$ cat config.mk
export PLATFORM = sky130hd
export DESIGN_NAME = prime_trial_division_tester_core
export DESIGN_NICKNAME = d
export VERILOG_FILES = /design/src/rtl/core/ptdt_pkg.sv /design/src/rtl/core/ptdt_ram.sv /design/src/rtl/core/ptdt_div.sv /design/src/rtl/core/prime_trial_division_tester_core.sv
export SDC_FILE = /design/constraint.sdc
export NUM_CORES = 2
export LEC_CHECK = 0
export BUFFER_PORTS_ARGS = -buffer_cell sky130_fd_sc_hd__buf_2
export CAP_MARGIN = 10
export CORE_MARGIN = 10
export CORE_UTILIZATION = 55
export CTS_CLUSTER_SIZE = 12
export DETAILED_ROUTE_END_ITERATION = 7
export HOLD_SLACK_MARGIN = 0.15
export PLACE_DENSITY = 0.69
export SLEW_MARGIN = 20
export SYNTH_ARGS = -nofsm -noshare
export SYNTH_HDL_FRONTEND = slang
export SYNTH_HIERARCHICAL = 1
export SYNTH_SLANG_ARGS = --single-unit
$ cat constraint.sdc
create_clock -name i_clk -period 9.5 [get_ports i_clk]
set_input_delay 0.95 -clock i_clk [delete_from_list [all_inputs] [get_ports i_clk]]
set_output_delay 0.95 -clock i_clk [all_outputs]
set_load 0.01 [all_outputs]
$ cat src/rtl/core/ptdt_pkg.sv
`timescale 1ns / 1ps

package ptdt_pkg;

    localparam int VERDICT_BITS = 2;

    typedef logic [VERDICT_BITS-1:0] t_verdict;

    localparam t_verdict VERDICT_SKIPPED      = 2'd0;
    localparam t_verdict VERDICT_PRIME_STORED = 2'd1;
    localparam t_verdict VERDICT_COMPOSITE    = 2'd2;
    localparam t_verdict VERDICT_PRIME_FULL   = 2'd3;

endpackage

$ cat src/rtl/core/ptdt_ram.sv
`timescale 1ns / 1ps

module ptdt_ram #(
    parameter int WIDTH = 16,
    parameter int DEPTH = 64
) (
    input  logic                     i_clk,
    input  logic                     i_we,
    input  logic [$clog2(DEPTH)-1:0] i_waddr,
    input  logic [WIDTH-1:0]         i_wdata,
    input  logic [$clog2(DEPTH)-1:0] i_raddr,
    output logic [WIDTH-1:0]         o_rdata
);

    logic [WIDTH-1:0] r_mem [DEPTH];
    logic [WIDTH-1:0] r_rdata;

    always_ff @(posedge i_clk) begin
        if (i_we) begin
            r_mem[i_waddr] <= i_wdata;
        end
        r_rdata <= r_mem[i_raddr];
    end

    assign o_rdata = r_rdata;

endmodule

$ cat src/rtl/core/ptdt_div.sv
`timescale 1ns / 1ps

module ptdt_div #(
    parameter int WIDTH = 16
) (
    input  logic             i_clk,
    input  logic             i_rst_n,
    input  logic             i_start,
    input  logic [WIDTH-1:0] i_dividend,
    input  logic [WIDTH-1:0] i_divisor,
    output logic             o_done,
    output logic             o_busy,
    output logic [WIDTH-1:0] o_remainder
);

    localparam int CW = $clog2(WIDTH + 1);

    logic          r_busy;
    logic [CW-1:0] r_cnt;
    logic [WIDTH-1:0] r_rem;
    logic [WIDTH-1:0] r_dvd;
    logic [WIDTH-1:0] r_dsr;
    logic [WIDTH:0]   w_trial;
    logic [WIDTH:0]   w_diff;
    logic             w_ge;

    // One restoring step per cycle: shift in the next dividend bit and subtract if it fits.
    always_comb begin
        w_trial = {r_rem, r_dvd[WIDTH-1]};
        w_diff  = w_trial - {1'b0, r_dsr};
        w_ge    = (w_trial >= {1'b0, r_dsr});
    end

    always_ff @(posedge i_clk) begin
        if (!i_rst_n) begin
            r_busy <= 1'b0;
            r_cnt  <= '0;
        end else if (i_start) begin
            r_busy <= 1'b1;
            r_cnt  <= CW'(WIDTH);
        end else if (r_busy && (r_cnt == '0)) begin
            r_busy <= 1'b0;
        end else if (r_busy) begin
            r_cnt <= r_cnt - 1'b1;
        end
    end

    always_ff @(posedge i_clk) begin
        if (i_start) begin
            r_rem <= '0;
            r_dvd <= i_dividend;
            r_dsr <= i_divisor;
        end else if (r_busy && (r_cnt != '0)) begin
            r_rem <= w_ge ? w_diff[WIDTH-1:0] : w_trial[WIDTH-1:0];
            r_dvd <= {r_dvd[WIDTH-2:0], 1'b0};
        end
    end

    assign o_done      = r_busy && (r_cnt == '0);
    assign o_busy      = r_busy;
    assign o_remainder = r_rem;

endmodule

$ cat src/rtl/core/prime_trial_division_tester_core.sv
`timescale 1ns / 1ps
// One shared bit-serial divider does each trial, dividing the candidate by the stored primes
// in turn; a skipped candidate gets its result without any division.
// Throughput: one transaction at a time; a new one is accepted the cycle after the previous
// result enters the output register, which waits while an earlier result is unread.
// Reset: synchronous, active low; the table holds 2 and 3 and the prime count returns to 2.
module prime_trial_division_tester_core #(
    parameter int TABLE_DEPTH = 64,
    parameter int VALUE_BITS  = 16
) (
    input  logic i_clk,
    input  logic i_rst_n,
    input  logic i_s_axis_tvalid,
    output logic o_s_axis_tready,
    // Fields from bit 0: candidate.
    input  logic [((VALUE_BITS + 7) / 8) * 8 - 1:0] i_s_axis_tdata,
    output logic o_m_axis_tvalid,
    input  logic i_m_axis_tready,
    // Fields from bit 0: verdict, divisor.
    output logic [((ptdt_pkg::VERDICT_BITS + VALUE_BITS + 7) / 8) * 8 - 1:0] o_m_axis_tdata
);

    import ptdt_pkg::*;

    localparam int OUT_W  = ((VERDICT_BITS + VALUE_BITS + 7) / 8) * 8;
    localparam int CNT_W  = $clog2(TABLE_DEPTH + 1);
    localparam int ADDR_W = $clog2(TABLE_DEPTH);
    localparam int DIGITS = (VALUE_BITS + 1) / 2;
    localparam int SUM_W  = $clog2(3 * DIGITS + 1);
    localparam logic [CNT_W-1:0] DEPTH_C = CNT_W'(TABLE_DEPTH);

    localparam logic [2:0] S_IDLE  = 3'd0;
    localparam logic [2:0] S_MOD6  = 3'd1;
    localparam logic [2:0] S_READ  = 3'd2;
    localparam logic [2:0] S_FETCH = 3'd3;
    localparam logic [2:0] S_CMP   = 3'd4;
    localparam logic [2:0] S_DIV   = 3'd5;
    localparam logic [2:0] S_OUT   = 3'd6;

    logic [2:0]              r_state, n_state;
    logic [CNT_W-1:0]        r_count, n_count;
    logic                    r_out_valid, n_out_valid;
    logic [CNT_W-1:0]        r_idx, n_idx;
    logic [VALUE_BITS-1:0]   r_cand, n_cand;
    logic [VALUE_BITS-1:0]   r_p, n_p;
    logic [2*VALUE_BITS-1:0] r_sq, n_sq;
    t_verdict                r_res_verdict, n_res_verdict;
    logic [VALUE_BITS-1:0]   r_res_divisor, n_res_divisor;
    t_verdict                r_out_verdict, n_out_verdict;
    logic [VALUE_BITS-1:0]   r_out_divisor, n_out_divisor;

    logic                    w_accept;
    logic                    w_div_start;
    logic [VALUE_BITS-1:0]   w_div_dvd;
    logic [VALUE_BITS-1:0]   w_div_dsr;
    logic                    w_div_done;
    logic                    w_div_busy;
    logic [VALUE_BITS-1:0]   w_div_rem;
    logic                    w_ram_we;
    logic [VALUE_BITS-1:0]   w_ram_rdata;
    logic [VALUE_BITS-1:0]   w_p;
    t_verdict                w_prime_verdict;
    logic [2*DIGITS-1:0]     w_cand_ext;
    logic [SUM_W-1:0]        w_dsum;
    logic [5:0]              w_dsum_ext;
    logic [3:0]              w_fold;
    logic                    w_mult3;

    ptdt_div #(
        .WIDTH(VALUE_BITS)
    ) u_div (
        .i_clk      (i_clk),
        .i_rst_n    (i_rst_n),
        .i_start    (w_div_start),
        .i_dividend (w_div_dvd),
        .i_divisor  (w_div_dsr),
        .o_done     (w_div_done),
        .o_busy     (w_div_busy),
        .o_remainder(w_div_rem)
    );

    // Entries 0 and 1 are the fixed primes 2 and 3 and are never written.
    ptdt_ram #(
        .WIDTH(VALUE_BITS),
        .DEPTH(TABLE_DEPTH)
    ) u_table (
        .i_clk  (i_clk),
        .i_we   (w_ram_we),
        .i_waddr(r_count[ADDR_W-1:0]),
        .i_wdata(r_cand),
        .i_raddr(r_idx[ADDR_W-1:0]),
        .o_rdata(w_ram_rdata)
    );

    assign w_accept        = i_s_axis_tvalid && o_s_axis_tready;
    assign o_s_axis_tready = (r_state == S_IDLE);
    assign o_m_axis_tvalid = r_out_valid;
    assign o_m_axis_tdata  = OUT_W'({r_out_divisor, r_out_verdict});

    // A candidate is on the 6k +/- 1 wheel when it is odd and not a multiple of 3.
    // Base-4 digit sums keep the residue modulo 3, so two folds reduce it to at most 9.
    always_comb begin
        w_cand_ext = (2*DIGITS)'(r_cand);
        w_dsum     = '0;
        for (int i = 0; i < DIGITS; i++) begin
            w_dsum = w_dsum + SUM_W'(w_cand_ext[2*i +: 2]);
        end
        w_dsum_ext = 6'(w_dsum);
        w_fold     = 4'(w_dsum_ext[1:0]) + 4'(w_dsum_ext[3:2]) + 4'(w_dsum_ext[5:4]);
        w_mult3    = (w_fold == 4'd0) || (w_fold == 4'd3) || (w_fold == 4'd6) ||
                     (w_fold == 4'd9);
    end

    always_comb begin
        if (r_idx == CNT_W'(0)) begin
            w_p = VALUE_BITS'(2);
        end else if (r_idx == CNT_W'(1)) begin
            w_p = VALUE_BITS'(3);
        end else begin
            w_p = w_ram_rdata;
        end
        w_prime_verdict = (r_count < DEPTH_C) ? VERDICT_PRIME_STORED : VERDICT_PRIME_FULL;
    end

    always_comb begin
        n_state       = r_state;
        n_count       = r_count;
        n_out_valid   = r_out_valid && !i_m_axis_tready;
        n_idx         = r_idx;
        n_cand        = r_cand;
        n_p           = r_p;
        n_sq          = r_sq;
        n_res_verdict = r_res_verdict;
        n_res_divisor = r_res_divisor;
        n_out_verdict = r_out_verdict;
        n_out_divisor = r_out_divisor;
        w_div_start   = 1'b0;
        w_div_dvd     = r_cand;
        w_div_dsr     = r_p;
        w_ram_we      = 1'b0;
        case (r_state)
            S_IDLE: begin
                if (w_accept) begin
                    n_cand  = i_s_axis_tdata[VALUE_BITS-1:0];
                    n_state = S_MOD6;
                end
            end
            S_MOD6: begin
                if ((r_cand < VALUE_BITS'(5)) || !r_cand[0] || w_mult3) begin
                    n_res_verdict = VERDICT_SKIPPED;
                    n_res_divisor = '0;
                    n_state       = S_OUT;
                end else begin
                    n_idx   = '0;
                    n_state = S_READ;
                end
            end
            S_READ: begin
                if (r_idx == r_count) begin
                    n_res_verdict = w_prime_verdict;
                    n_res_divisor = '0;
                    n_state       = S_OUT;
                end else begin
                    n_state = S_FETCH;
                end
            end
            S_FETCH: begin
                n_p     = w_p;
                n_sq    = (2*VALUE_BITS)'(w_p) * (2*VALUE_BITS)'(w_p);
                n_state = S_CMP;
            end
            S_CMP: begin
                if (r_p == '0) begin
                    n_idx   = r_idx + 1'b1;
                    n_state = S_READ;
                end else if (r_sq > (2*VALUE_BITS)'(r_cand)) begin
                    n_res_verdict = w_prime_verdict;
                    n_res_divisor = '0;
                    n_state       = S_OUT;
                end else begin
                    w_div_start = 1'b1;
                    n_state     = S_DIV;
                end
            end
            S_DIV: begin
                if (w_div_done) begin
                    if (w_div_rem == '0) begin
                        n_res_verdict = VERDICT_COMPOSITE;
                        n_res_divisor = r_p;
                        n_state       = S_OUT;
                    end else begin
                        n_idx   = r_idx + 1'b1;
                        n_state = S_READ;
                    end
                end
            end
            S_OUT: begin
                if (!r_out_valid || i_m_axis_tready) begin
                    n_out_valid   = 1'b1;
                    n_out_verdict = r_res_verdict;
                    n_out_divisor = r_res_divisor;
                    if (r_res_verdict == VERDICT_PRIME_STORED) begin
                        w_ram_we = 1'b1;
                        n_count  = r_count + 1'b1;
                    end
                    n_state = S_IDLE;
                end
            end
            default: begin
                n_state = S_IDLE;
            end
        endcase
    end

    always_ff @(posedge i_clk) begin
        if (!i_rst_n) begin
            r_state     <= S_IDLE;
            r_count     <= CNT_W'(2);
            r_out_valid <= 1'b0;
        end else begin
            r_state     <= n_state;
            r_count     <= n_count;
            r_out_valid <= n_out_valid;
        end
    end

    always_ff @(posedge i_clk) begin
        r_idx         <= n_idx;
        r_cand        <= n_cand;
        r_p           <= n_p;
        r_sq          <= n_sq;
        r_res_verdict <= n_res_verdict;
        r_res_divisor <= n_res_divisor;
        r_out_verdict <= n_out_verdict;
        r_out_divisor <= n_out_divisor;
    end

    a_count_bound: assert property (@(posedge i_clk) disable iff (!i_rst_n)
        (r_count >= CNT_W'(2)) && (r_count <= DEPTH_C))
        else $error("prime count out of range");

    a_write_room: assert property (@(posedge i_clk) disable iff (!i_rst_n)
        w_ram_we |-> (r_count < DEPTH_C))
        else $error("table write while full");

    a_divisor_form: assert property (@(posedge i_clk) disable iff (!i_rst_n)
        r_out_valid |-> ((r_out_verdict == VERDICT_COMPOSITE) == (r_out_divisor != '0)))
        else $error("divisor does not match verdict");

    a_busy_after_accept: assert property (@(posedge i_clk) disable iff (!i_rst_n)
        w_accept |=> !o_s_axis_tready)
        else $error("not busy after accepted transaction");

    a_div_idle_when_ready: assert property (@(posedge i_clk) disable iff (!i_rst_n)
        o_s_axis_tready |-> !w_div_busy)
        else $error("divider busy while ready for a transaction");

endmodule

==> metrics.md <==
| Metric | Value |
|---|---|
| Area delta synth->final | 9.26% |
| First-pass GRT wire length | 193 mm |
| Detailed-route DRC error count | 0 |
| Routed Antenna Nets | 0 |
| Cts bufs inserted | 119 |
| Worst slew margin | 23.5% |
| Setup Buffers After CTS | 0 |
| Gpl congestion | 0.904 |
| DRT iter0 DRCs | 2,805 |
| Clock Tree Root | clkbuf_16 |
| Crit Path Max Fanout | 55 |
| Fin crit share | 81.9% |
| Total congestion overflow | 0 |
| Initial Util | 55.5% |
| Hold depth | 1 |
| Pin count of the biggest net entering global routing | 127 |
| # fillers | 7,273 |
| Synth Cell Area | 55,700 µm² |
| Worst skew pair latency | 0.71 ns |
| Final slew viol count | 0 |
| GRT Total Usage | 22.2% |
| R2r startpoint | r_idx[5] |
| Nets | 3,764 |
| Final Non-Filler Cells | 4,861 |
| Main combinational cell family by area after synthesis | multiplexers |
| Final hold vios | 0 |
| Area contributors post-synth | edfxtp_1 63%, mux4_2 8.9%, fa_1 6.4% |
| Minimum clock period | 7.78 ns |
| Hold path start | i_s_axis_tdata[6] |
| Global Route met2 Usage | 37.1% |
| Max frequency | 0.129 GHz |
| Met3 Usage GRT | 3.58% |
| Port bufs | 39 |
| Reg2reg setup slack | 1.72 ns |
| Crit end category | flip-flop |
| Vias | 29,600 |
| Compound-cell area share of the yosys netlist | 4.16% |
| Initial antenna violation count | 4 |
| CTS Hold Bufs | 0 |
| Dpl hpwl | 79.8 mm |
| Clock H-tree levels | 3 |
| Synth top area share | 62.6% |
| DP Cell Count | 4,663 |
| Area leader, netlist | edfxtp_1 |
| Synthesized instance count | 3,341 |
| FF+latch count, synth | 1,210 |
| Routed length per instance | 26.2 µm |
| Clk_skew | 0.0286 ns |
| Core Area | 100,000 µm² |
| Worst hold path class | in -> reg |
| Synth Flop Type | edfxtp_1 |
| Num Clock Sinks | 1,210 |
| Seq/Total Area, Yosys | 64.4% |
| Post-Synth Simple-Gate Area | 5.32% |
| Multi-input logic area | 17,800 µm² |
| Slew @ Worst Pin | 1.15 ns |
| PostCTS Resize Cnt | 0 |
| Die height | 338 µm |
| Asr flop ratio synth | 0% |
| Max_cap viols | 0 |
| Die W | 338 µm |
| Syn Area/Cell | 16.7 µm² |
| DRT Wirelength | 128 mm |
| Outcome | complete, no violations |
| Yosys cell types | 90 |
| Mux cell area share after synthesis | 11.7% |
| M1 GR Usage | 29.1% |
| WP data arrival | 8.21 ns |
| Clock transition at path regs | 0.06 ns |
| Worst Setup SP | r_idx[5] |
| Synth warn | 6 |
| Clk buf depth | 3 |
| Setup Crit Path Kind | reg -> reg |
| Post-synthesis xor/xnor area fraction | 1.10% |
| Setup TNS | 0 ns |
| Startpoint types | flip-flop |
| Sequential standard cell area | 35,800 µm² |
| Top Ports | 46 |
| Num rows | 116 |
| CP required | 9.93 ns |
| TritonRoute pass-1 iters | 5 |
| Via density | 6.08 |
| Worst Reg-to-Reg Cells | 26 |
| RSZ-0062 raised after global routing | false |
| Final setup fails | 0 |
| Grt peak-use layer | met2 |
| Post-Synth Adder-Cell Area | 9.52% |
| Post-synth EDFFs | 1,161 |
| Area of the die | 114,000 µm² |
| Post-Route Utilization | 60.7% |
| Share of layout cells above drive strength 1 | 16.7% |
| CTS tree | built |
| Number of global-route vias before repair | 30,600 |
[registers in the layout, indices dropped and copies added (netlist names), 2 cells and up]
name,cells
r_idx,7
r_res_divisor,16
r_res_verdict,2
u_div/o_remainder,16
r_count,7
r_sq,30
r_out_divisor,16
r_p,16
u_div/r_cnt,5
u_table/r_mem,1024
u_div/r_dvd,16
u_table/o_rdata,16
u_div/r_dsr,16
r_out_verdict,2
r_cand,16
r_state,3
[cells in the final DEF (no fill, tap or decap), types with 36 or more instances in the layout]
cell type,instances
clkbuf_1,40
xnor2_1,44
a22oi_1,39
clkbuf_16,121
edfxtp_1,1161
mux2i_1,98
buf_4,79
inv_1,298
fa_1,178
o21ai_0,41
nand3_1,41
dfxtp_1,49
mux4_2,220
and3_1,48
mux2_2,43
nor2_1,113
nor2b_1,36
a21oi_1,77
buf_2,39
ha_1,139
nand2_1,173
and2_1,45
[through the flow]
step	setup slack [ns]	area (µm²)	hold slack, ns
global placement	1.81	57300	0.408
CTS	1.79	60800	0.377
floorplan	2.48	55700	0.400
detailed placement	1.79	57300	0.405
global route	1.36	60800	0.387
finish	1.72	60800	0.416
[cell type report]
type	count	share of cell area, %
multi-input combinational	1675	29.3
clock inverter	27	0.374
tap	1357	2.79
timing repair buffer	121	1.39
antenna	3	0.0123
inverter	300	1.85
clock buffer	168	5.38
sequential	1210	58.9
[critical path, cell delays in order (launching register included)]
cell,delay (ns)
edfxtp_1,0.67
or4_4,0.63
nor2_4,0.16
o21ai_2,0.08
buf_4,0.27
and2_1,0.34
nand2_1,0.17
inv_1,0.07
fa_1,0.48
inv_1,0.05
fa_1,0.47
inv_1,0.05
fa_1,0.50
inv_1,0.05
fa_1,0.47
inv_1,0.05
fa_1,0.53
inv_1,0.05
fa_1,0.53
inv_1,0.04
ha_1,0.40
nand2_1,0.09
o21ai_0,0.42
o41ai_4,0.16
o311ai_1,0.45
a211oi_2,0.15
xnor2_1,0.15
[final timing paths]
kind,endpoint
worst max-delay path,r_sq[28]
worst min-delay path,r_cand[6]
worst min register to register,r_out_divisor[10]
worst max register to register,r_sq[28]
[logic make-up (layout without fill, tap and decap cells)]
logic type	after synthesis	after routing
adder cells (fa/ha/maj)	317	317
multiplexers	365	365
flip-flops	1210	1210
XOR/XNOR	70	70
AO/OA/AOI/OAI	328	328
other	1	9
buffers and inverters	461	616
AND/OR/NAND/NOR	589	589
[layer usage]
metal  wire length, µm  up-vias
met5                24        -
li1                  -    12800
met2             63500     1127
met4              5310        4
met1             50400    15400
met3              8260      259
[cell usage after synthesis (10+ instances only)]
cell and number:
dfxtp_1 49, nand2b_1 13, a22oi_1 39, buf_2 42, buf_6 17, a21o_1 20
nor4_1 17, nor3_1 12, buf_4 20, a211oi_1 14, nand4_1 31, a211o_1 10
inv_1 298, o21ai_0 41, and2_1 45, nor2_1 131, xor2_1 26, xnor2_1 44
ha_1 139, and3_1 49, nand3_1 41, clkbuf_1 66, mux2i_1 98, mux2_2 43
mux4_2 220, a41oi_1 11, a31oi_1 19, fa_1 178, nand2_1 173, nor2b_1 37
a21oi_1 77, a221oi_1 17, edfxtp_1 1161
Power is left out: the tool's default activity adds up to more than one toggle a clock period on the data nets, which glitch-free logic cannot reach.
